## config.mk

```make
export PLATFORM = sky130hd
export DESIGN_NAME = bezier_patch_volume_integrator
export DESIGN_NICKNAME = d
export VERILOG_FILES = /design/src/bpvi_pkg.sv /design/src/bezier_patch_volume_integrator.sv /design/src/bpvi_ctrl.sv /design/src/bpvi_datapath.sv
export SDC_FILE = /design/constraint.sdc
export NUM_CORES = 2
export LEC_CHECK = 0
export BUFFER_PORTS_ARGS = -buffer_cell sky130_fd_sc_hd__buf_2
export CAP_MARGIN = 15
export CORE_AREA = 4 4 340 342
export DETAILED_ROUTE_END_ITERATION = 6
export DIE_AREA = 0 0 344 346
export HOLD_SLACK_MARGIN = 0.06
export MAX_ROUTING_LAYER = met4
export PLACE_DENSITY_LB_ADDON = 0.15
export RECOVER_POWER = 50
export SLEW_MARGIN = 15
export SYNTH_ARGS = -nofsm -noshare
export SYNTH_HDL_FRONTEND = slang
export SYNTH_SLANG_ARGS = --single-unit
```

## constraint.sdc

```tcl
create_clock -name clk -period 42.7 [get_ports clk]
set_input_delay 6.405 -clock clk [delete_from_list [all_inputs] [get_ports clk]]
set_output_delay 6.405 -clock clk [all_outputs]
set_load 0.02 [all_outputs]
```

## src/bpvi_pkg.sv

```systemverilog
// ----------------------------------------------------------------------------
// bpvi_pkg
// Shared types, operation codes and constants of the patch volume integrator.
// ----------------------------------------------------------------------------
package bpvi_pkg;

    localparam int IDX_W   = 10;
    localparam int STEP_W  = 17;
    localparam int AREA_W  = 20;
    localparam int CFG_W   = 20;
    localparam int CFGI_W  = 2;
    localparam int Q_W     = 18;   // rounded Q1.16 products
    localparam int B_W     = 19;   // basis values, up to three times one
    localparam int S_W     = 24;   // inner sums of the difference net
    localparam int MUL_W   = 24;   // shared multiplier operand width
    localparam int PROD_W  = 2 * MUL_W;
    localparam int HACC_W  = 46;
    localparam int H_W     = 22;
    localparam int W_W     = 27;
    localparam int VOL_W   = 32;

    localparam logic [STEP_W-1:0] ONE_Q16 = STEP_W'(65536);
    localparam logic [H_W-1:0]    H_MAX   = H_W'(2097151);

    // register indexes
    localparam logic [CFGI_W-1:0] REG_LAST_INDEX = 2'd0;
    localparam logic [CFGI_W-1:0] REG_STEP_RECIP = 2'd1;
    localparam logic [CFGI_W-1:0] REG_TILE_AREA  = 2'd2;

    // datapath operations
    localparam logic [3:0] OP_NONE = 4'd0;
    localparam logic [3:0] OP_T    = 4'd1;
    localparam logic [3:0] OP_OM2  = 4'd2;
    localparam logic [3:0] OP_T2   = 4'd3;
    localparam logic [3:0] OP_B0   = 4'd4;
    localparam logic [3:0] OP_B1   = 4'd5;
    localparam logic [3:0] OP_B2   = 4'd6;
    localparam logic [3:0] OP_B3   = 4'd7;
    localparam logic [3:0] OP_ACC  = 4'd8;
    localparam logic [3:0] OP_HGT  = 4'd9;
    localparam logic [3:0] OP_WGT  = 4'd10;

    typedef struct packed {
        logic       load;     // latch a new word
        logic [3:0] op;
        logic       lane_v;   // t and basis ops work on v when set
        logic [1:0] sel;      // row for the accumulate op
        logic       commit;   // update volume and fill the output slot
    } cmd_t;

    typedef struct packed {
        logic out_free;
    } status_t;

    // top minus bottom control heights, row pairs with bu, column with bv
    function automatic logic [3:0] diff_net(input logic [1:0] i, input logic [1:0] j);
        logic [15:0] row;
        case (i)
            2'd0:    row = {4'd6, 4'd0, 4'd3, 4'd0};
            2'd1:    row = {4'd0, 4'd6, 4'd2, 4'd4};
            2'd2:    row = {4'd11, 4'd0, 4'd3, 4'd0};
            default: row = {4'd6, 4'd10, 4'd0, 4'd0};
        endcase
        return row[j*4 +: 4];
    endfunction

endpackage

```

## src/bezier_patch_volume_integrator.sv

```systemverilog
// ----------------------------------------------------------------------------
// bezier_patch_volume_integrator
// Bicubic patch height and weighted volume sum, one grid node per word.
// ----------------------------------------------------------------------------
// Usage:
//   Input channel (in_valid/in_ready) carries one word per grid node: node_u,
//   node_v and final_node. Output channel (out_valid/out_ready) returns one
//   word per node: node_height (Q6.16), running_volume (Q16.16, saturating)
//   and volume_done, set on the word of the final node, after which the
//   accumulator restarts from zero.
//   Configuration: write cfg_data to register cfg_index while cfg_wr_en is
//   high (0 last_index, 1 step_recip, 2 tile_area), only while idle.
//   A new node is accepted only once the current one has committed; the single
//   shared 24x24 multiplier runs seven steps per axis, four row products, one
//   weight product, plus load, height and commit steps.
//   A result waiting in the output register does not block acceptance of the
//   next node; if the receiver stalls, the sequencer holds at its commit step.
//   Reset: registers return to last_index 1023, step_recip 64, tile_area 1;
//   the accumulator and output slot clear.
// ----------------------------------------------------------------------------
module bezier_patch_volume_integrator
    import bpvi_pkg::*;
(
    input  logic                    clk,
    input  logic                    rst_n,
    input  logic                    cfg_wr_en,
    input  logic [CFGI_W-1:0]       cfg_index,
    input  logic [CFG_W-1:0]        cfg_data,
    input  logic                    in_valid,
    output logic                    in_ready,
    input  logic [IDX_W-1:0]        node_u,
    input  logic [IDX_W-1:0]        node_v,
    input  logic                    final_node,
    output logic                    out_valid,
    input  logic                    out_ready,
    output logic signed [H_W-1:0]   node_height,
    output logic signed [VOL_W-1:0] running_volume,
    output logic                    volume_done
);

    cmd_t    cmd;
    status_t status;

    // sequencer: walks the multiplier schedule
    bpvi_ctrl u_ctrl (
        .clk      (clk),
        .rst_n    (rst_n),
        .in_valid (in_valid),
        .in_ready (in_ready),
        .status   (status),
        .cmd      (cmd)
    );

    // arithmetic, configuration and output slot
    bpvi_datapath u_dp (
        .clk            (clk),
        .rst_n          (rst_n),
        .cfg_wr_en      (cfg_wr_en),
        .cfg_index      (cfg_index),
        .cfg_data       (cfg_data),
        .node_u         (node_u),
        .node_v         (node_v),
        .final_node     (final_node),
        .cmd            (cmd),
        .status         (status),
        .out_valid      (out_valid),
        .out_ready      (out_ready),
        .node_height    (node_height),
        .running_volume (running_volume),
        .volume_done    (volume_done)
    );

endmodule

```

## src/bpvi_ctrl.sv

```systemverilog
// ----------------------------------------------------------------------------
// bpvi_ctrl
// Sequencer: steps the shared multiplier through the per-node schedule.
// ----------------------------------------------------------------------------
module bpvi_ctrl
    import bpvi_pkg::*;
(
    input  logic    clk,
    input  logic    rst_n,
    input  logic    in_valid,
    output logic    in_ready,
    input  status_t status,
    output cmd_t    cmd
);

    localparam logic [1:0] ST_IDLE = 2'd0;
    localparam logic [1:0] ST_RUN  = 2'd1;
    localparam logic [1:0] ST_DONE = 2'd2;

    localparam logic [4:0] LAST_STEP = 5'd19;

    logic [1:0] state_reg, state_next;
    logic [4:0] step_reg, step_next;
    logic [4:0] k;

    assign in_ready = (state_reg == ST_IDLE);

    always_comb
    begin
        state_next = state_reg;
        step_next  = step_reg;
        cmd        = '0;
        k          = (step_reg >= 5'd7) ? step_reg - 5'd7 : step_reg;
        case (state_reg)
            ST_IDLE:
            begin
                if (in_valid)
                begin
                    cmd.load   = 1'b1;
                    state_next = ST_RUN;
                    step_next  = '0;
                end
            end
            ST_RUN:
            begin
                if (step_reg < 5'd14)
                begin
                    cmd.lane_v = (step_reg >= 5'd7);
                    case (k)
                        5'd0:    cmd.op = OP_T;
                        5'd1:    cmd.op = OP_OM2;
                        5'd2:    cmd.op = OP_T2;
                        5'd3:    cmd.op = OP_B0;
                        5'd4:    cmd.op = OP_B1;
                        5'd5:    cmd.op = OP_B2;
                        default: cmd.op = OP_B3;
                    endcase
                end
                else if (step_reg < 5'd18)
                begin
                    cmd.op  = OP_ACC;
                    cmd.sel = 2'(step_reg - 5'd14);
                end
                else if (step_reg == 5'd18)
                    cmd.op = OP_HGT;
                else
                    cmd.op = OP_WGT;
                step_next = step_reg + 5'd1;
                if (step_reg == LAST_STEP)
                    state_next = ST_DONE;
            end
            ST_DONE:
            begin
                // hold until the output slot can take the word
                if (status.out_free)
                begin
                    cmd.commit = 1'b1;
                    state_next = ST_IDLE;
                end
            end
            default: state_next = ST_IDLE;
        endcase
    end

    always_ff @(posedge clk or negedge rst_n)
    begin
        if (!rst_n)
        begin
            state_reg <= ST_IDLE;
            step_reg  <= '0;
        end
        else
        begin
            state_reg <= state_next;
            step_reg  <= step_next;
        end
    end

endmodule

```

## src/bpvi_datapath.sv

```systemverilog
// ----------------------------------------------------------------------------
// bpvi_datapath
// Configuration, shared multiplier, basis and sum registers, volume and output.
// ----------------------------------------------------------------------------
module bpvi_datapath
    import bpvi_pkg::*;
(
    input  logic                    clk,
    input  logic                    rst_n,
    input  logic                    cfg_wr_en,
    input  logic [CFGI_W-1:0]       cfg_index,
    input  logic [CFG_W-1:0]        cfg_data,
    input  logic [IDX_W-1:0]        node_u,
    input  logic [IDX_W-1:0]        node_v,
    input  logic                    final_node,
    input  cmd_t                    cmd,
    output status_t                 status,
    output logic                    out_valid,
    input  logic                    out_ready,
    output logic signed [H_W-1:0]   node_height,
    output logic signed [VOL_W-1:0] running_volume,
    output logic                    volume_done
);

    logic [IDX_W-1:0]  last_reg;
    logic [STEP_W-1:0] step_reg;
    logic [AREA_W-1:0] area_reg;

    logic [IDX_W-1:0]  iu_reg, iv_reg;
    logic              fin_reg, edge_u_reg, edge_v_reg;
    logic [STEP_W-1:0] t_reg;
    logic [Q_W-1:0]    om2_reg, t2_reg;
    logic [B_W-1:0]    bu_reg [4];
    logic [B_W-1:0]    bv_reg [4];
    logic [HACC_W-1:0] hacc_reg;
    logic [H_W-1:0]    h_reg;
    logic [W_W-1:0]    w_reg;
    logic signed [VOL_W-1:0] acc_reg;
    logic              out_valid_reg;

    logic [STEP_W-1:0] om;
    logic [MUL_W-1:0]  opa, opb;
    logic [PROD_W-1:0] prod;
    logic [Q_W-1:0]    rnd;
    logic [B_W-1:0]    b_next;
    logic [S_W-1:0]    s [4];
    logic [HACC_W-1:0] h_round;
    logic [H_W-1:0]    h_next;
    logic [W_W-1:0]    w_next;
    logic signed [VOL_W+1:0] sum;
    logic signed [VOL_W-1:0] acc_next;

    assign om = ONE_Q16 - t_reg;

    // inner sums over the v bases, constant weights only
    always_comb
    begin
        for (int i = 0; i < 4; i++)
        begin
            s[i] = '0;
            for (int j = 0; j < 4; j++)
                s[i] = s[i] + S_W'(bv_reg[j]) * S_W'(diff_net(2'(i), 2'(j)));
        end
    end

    // operand select for the shared multiplier
    always_comb
    begin
        opa = '0;
        opb = '0;
        case (cmd.op)
            OP_T:
            begin
                opa = MUL_W'(cmd.lane_v ? iv_reg : iu_reg);
                opb = MUL_W'(step_reg);
            end
            OP_OM2: begin opa = MUL_W'(om);      opb = MUL_W'(om);      end
            OP_T2:  begin opa = MUL_W'(t_reg);   opb = MUL_W'(t_reg);   end
            OP_B0:  begin opa = MUL_W'(om2_reg); opb = MUL_W'(om);      end
            OP_B1:  begin opa = MUL_W'(t_reg);   opb = MUL_W'(om2_reg); end
            OP_B2:  begin opa = MUL_W'(t2_reg);  opb = MUL_W'(om);      end
            OP_B3:  begin opa = MUL_W'(t2_reg);  opb = MUL_W'(t_reg);   end
            OP_ACC: begin opa = MUL_W'(bu_reg[cmd.sel]); opb = s[cmd.sel]; end
            OP_WGT: begin opa = MUL_W'(h_reg);   opb = MUL_W'(area_reg); end
            default: ;
        endcase
    end

    assign prod = opa * opb;
    assign rnd  = Q_W'((prod + PROD_W'(32768)) >> 16);

    always_comb
    begin
        case (cmd.op)
            OP_B1, OP_B2: b_next = B_W'(rnd) * B_W'(3);
            default:      b_next = B_W'(rnd);
        endcase
    end

    assign h_round = (hacc_reg + HACC_W'(32768)) >> 16;
    assign h_next  = (h_round > HACC_W'(H_MAX)) ? H_MAX : H_W'(h_round);

    // corner, edge and interior weights
    always_comb
    begin
        if (edge_u_reg && edge_v_reg)
            w_next = W_W'((prod + PROD_W'(1 << 17)) >> 18);
        else if (edge_u_reg || edge_v_reg)
            w_next = W_W'((prod + PROD_W'(1 << 16)) >> 17);
        else
            w_next = W_W'((prod + PROD_W'(1 << 15)) >> 16);
    end

    assign sum = (VOL_W+2)'(acc_reg) + (VOL_W+2)'($signed({1'b0, w_reg}));
    always_comb
    begin
        if (sum > (VOL_W+2)'(32'sh7FFFFFFF))
            acc_next = 32'sh7FFFFFFF;
        else if (sum < -(VOL_W+2)'(34'sh080000000))
            acc_next = 32'sh80000000;
        else
            acc_next = VOL_W'(sum);
    end

    assign status.out_free = !out_valid_reg || out_ready;

    always_ff @(posedge clk or negedge rst_n)
    begin
        if (!rst_n)
        begin
            last_reg      <= IDX_W'(1023);
            step_reg      <= STEP_W'(64);
            area_reg      <= AREA_W'(1);
            acc_reg       <= '0;
            out_valid_reg <= 1'b0;
        end
        else
        begin
            if (cfg_wr_en)
            begin
                case (cfg_index)
                    REG_LAST_INDEX: last_reg <= cfg_data[IDX_W-1:0];
                    REG_STEP_RECIP: step_reg <= cfg_data[STEP_W-1:0];
                    REG_TILE_AREA:  area_reg <= cfg_data[AREA_W-1:0];
                    default: ;
                endcase
            end
            if (cmd.commit)
            begin
                // clear after the sweep total goes out
                acc_reg       <= fin_reg ? '0 : acc_next;
                out_valid_reg <= 1'b1;
            end
            else if (out_ready)
                out_valid_reg <= 1'b0;
        end
    end

    always_ff @(posedge clk)
    begin
        if (cmd.load)
        begin
            iu_reg     <= node_u;
            iv_reg     <= node_v;
            fin_reg    <= final_node;
            edge_u_reg <= (node_u == '0) || (node_u == last_reg);
            edge_v_reg <= (node_v == '0) || (node_v == last_reg);
            hacc_reg   <= '0;
        end
        case (cmd.op)
            OP_T:
                t_reg <= (prod > PROD_W'(ONE_Q16)) ? ONE_Q16 : STEP_W'(prod);
            OP_OM2: om2_reg <= rnd;
            OP_T2:  t2_reg  <= rnd;
            OP_B0, OP_B1, OP_B2, OP_B3:
            begin
                if (cmd.lane_v)
                    bv_reg[2'(cmd.op - OP_B0)] <= b_next;
                else
                    bu_reg[2'(cmd.op - OP_B0)] <= b_next;
            end
            OP_ACC: hacc_reg <= hacc_reg + HACC_W'(prod);
            OP_HGT: h_reg    <= h_next;
            OP_WGT: w_reg    <= w_next;
            default: ;
        endcase
        if (cmd.commit)
        begin
            node_height    <= $signed(h_reg);
            running_volume <= acc_next;
            volume_done    <= fin_reg;
        end
    end

    assign out_valid = out_valid_reg;

    a_commit_free: assert property (@(posedge clk) disable iff (!rst_n)
        cmd.commit |-> status.out_free)
        else $error("output slot overwritten");
    a_final_clear: assert property (@(posedge clk) disable iff (!rst_n)
        cmd.commit && fin_reg |=> acc_reg == '0)
        else $error("volume not cleared after final word");
    a_load_idle: assert property (@(posedge clk) disable iff (!rst_n)
        cmd.load |-> !cmd.commit && cmd.op == OP_NONE)
        else $error("load during active step");

endmodule
```

==> metrics <==
Critical R2R Capture=u_dp.bv_reg[1][18]; GRT Total Usage=0.301; sequential cell area fraction in the yosys report=0.257; Yosys top cell area share=0.216; Post-Layout Inst Area=about 57,000 um2; vias per cell=between 5 and 6; min cycle time layout=roughly 20,000 ps; clock transition at the registers of the reported paths=70 ps; area leader, netlist=edfxtp_1; Iter 0 DRT Violations=between 4,000 and 5,000; R2R cell count=46; first-pass GRT wire length=265 mm; final-report max-slew violation count=529; # DRC=0; crit path max-delay cell type=clkbuf_1; GPL Wtd Cong=0.997; clk_lat worst skew=690 ps; commonest non-fill, non-tap cell in the layout=nand2_1; CTS Buf Count=52; Critical Path RT=43,020 ps; htree depth=2; # nets final=6,713; Hold Slack=~510 ps; CP max FO=60; worst r2r src=u_ctrl.step_reg[1]; largest net degree at the start of global routing=65; Placed Area=55,100 um2; crit path from=u_ctrl.step_reg[1]; vias in the first global route=41,820; CTS resizes=0; Final setup viols=0; initial antenna violation count=15; share of layout cells above drive strength 1=0.0714; Syn Area/Cell=9.34 um2; Critical Path Sink=u_dp.bv_reg[1][18]; row count=around 120; Top FF cell, synth=edfxtp_1; crit start category=flop; core box area=112,000 um2; CTS Root Cell=clkbuf_16; CP max stage delay=2680 ps; CTS tree=built; critical path type=flop to flop; Max Cap Viol=19; cts hold-fix bufs=0; Setup crit end kind=flop; register-to-register setup slack=22,610 ps; Area Growth Syn to Fin=8.09%; number of synthesized flops with an enable pin=approximately 380; Syn. warnings=0; WP buf/inv=9; PortBufs=between 100 and 150; GR Overflow Total=0; Post-DRT Antenna Nets=0; die span in x=344 um; Worst path depth=46; final hold violations=0; Post-CTS Setup Bufs=0; Die Ht=346 um; cell count after synthesis=5,635; Final Util=0.506; Relative slew margins=-1.52; Clock Sinks=roughly 470; most frequent cells in the layout=nand2_1 (723), inv_1 (689), ha_1 (494); Initial Util=0.468; fraction of registers with async set/reset=0.187; Worst Path Arrival=20,410 ps; post-detail-place hpwl=137 mm; Yosys reg bits=465; IO Pins=around 110; 1st-pass router iterations=7; Max Clock Freq=49.8 MHz; failing checks=max-capacitance violations, max-slew violations; Worst Tran Pin Value=3770 ps; Final Skew=85.4 ps; cell family contributing the most delay on the critical path=compound AO/OA/AOI/OAI gates; status=complete, but fails checks; period utilization=0.470; post-synth cell types=107; Clock Path Buffers=3; via count=~43,000; RSZ-0062 raised after global routing=false; die area=about 120,000 um2; synth top area cells=edfxtp_1 (22%), fa_1 (18%), ha_1 (12%), nand2_1 (5.2%), inv_1 (4.9%); setup tns final=0 ps; Hold Path Class=flop to flop; Post-Synthesis Cell Area=52,600 um2; final wirelength=175 mm; DR WL/cell=around 24 um; most frequent CP cell=inv_1
[per-layer routing]
layer / global-route usage / vias to the layer above / wire (um)
met5: - / - / 0
met4: 0.0780 / 0 / 5320
met3: 0.0665 / 262 / 17500
met2: 0.435 / 1864 / 75200
met1: 0.427 / 21413 / 76800
li1: - / 19412 / -
[worst min-delay path by stage]
stage,to,slack [ps],start,cells after the start
3_3_place_gp,u_dp.area_reg[10],490,u_dp.area_reg[10],1
6_report,u_dp.area_reg[10],510,u_dp.area_reg[10],1
2_1_floorplan,u_dp.node_height[0],420,u_dp.h_reg[0],0
5_1_grt,u_dp.area_reg[10],530,u_dp.area_reg[10],1
3_5_place_dp,u_dp.step_reg[13],490,u_dp.step_reg[13],1
4_1_cts,u_dp.area_reg[10],510,u_dp.area_reg[10],1
[cell families (layout without fill, tap and decap cells)]
group	after synthesis	in the layout	share of synthesized area
simple gates	1721	1721	0.155
compound gates	1088	1088	0.136
fa+ha+maj	980	980	0.302
buf+inv	914	995	0.0657
flops	465	465	0.257
xor+xnor	364	364	0.0610
mux	101	101	0.0222
other cells	2	24	0.000143
[worst register-to-register path: cells and delay by family (launching register included)]
kind | cells | cell delay (ps)
compound gates | 19 | 6370
xor+xnor | 2 | 980
fa+ha+maj | 11 | 5070
buf+inv | 9 | 4640
flops | 1 | 550
simple gates | 5 | 2130
[Yosys cell counts, types with 140 or more instances]
cell	n
xnor2_1	234
a21oi_1	299
and2_1	140
inv_1	689
edfxtp_1	378
fa_1	486
ha_1	494
o21ai_0	210
nand2_1	724
clkbuf_1	189
nor2_1	289
[stage by stage]
stage	setup slack (ps)	cells
6_report	22610	7238
4_1_cts	25740	7226
5_1_grt	21780	7235
3_3_place_gp	25640	7128
3_5_place_dp	25920	7129
2_1_floorplan	29250	5647
[final cells by class]
class / count / area [um2]
timing repair buffer: 203 / 1150
fill: 10598 / 55500
sequential: 465 / 13500
inverter: 695 / 2610
antenna: 10 / 25.0
clock buffer: 59 / 1370
tap: 1500 / 1880
multi-input combinational: 4268 / 35800
clock inverter: 38 / 526
Power is left out: the tool's default activity adds up to more than one toggle a clock period on the data nets, which glitch-free logic cannot reach.
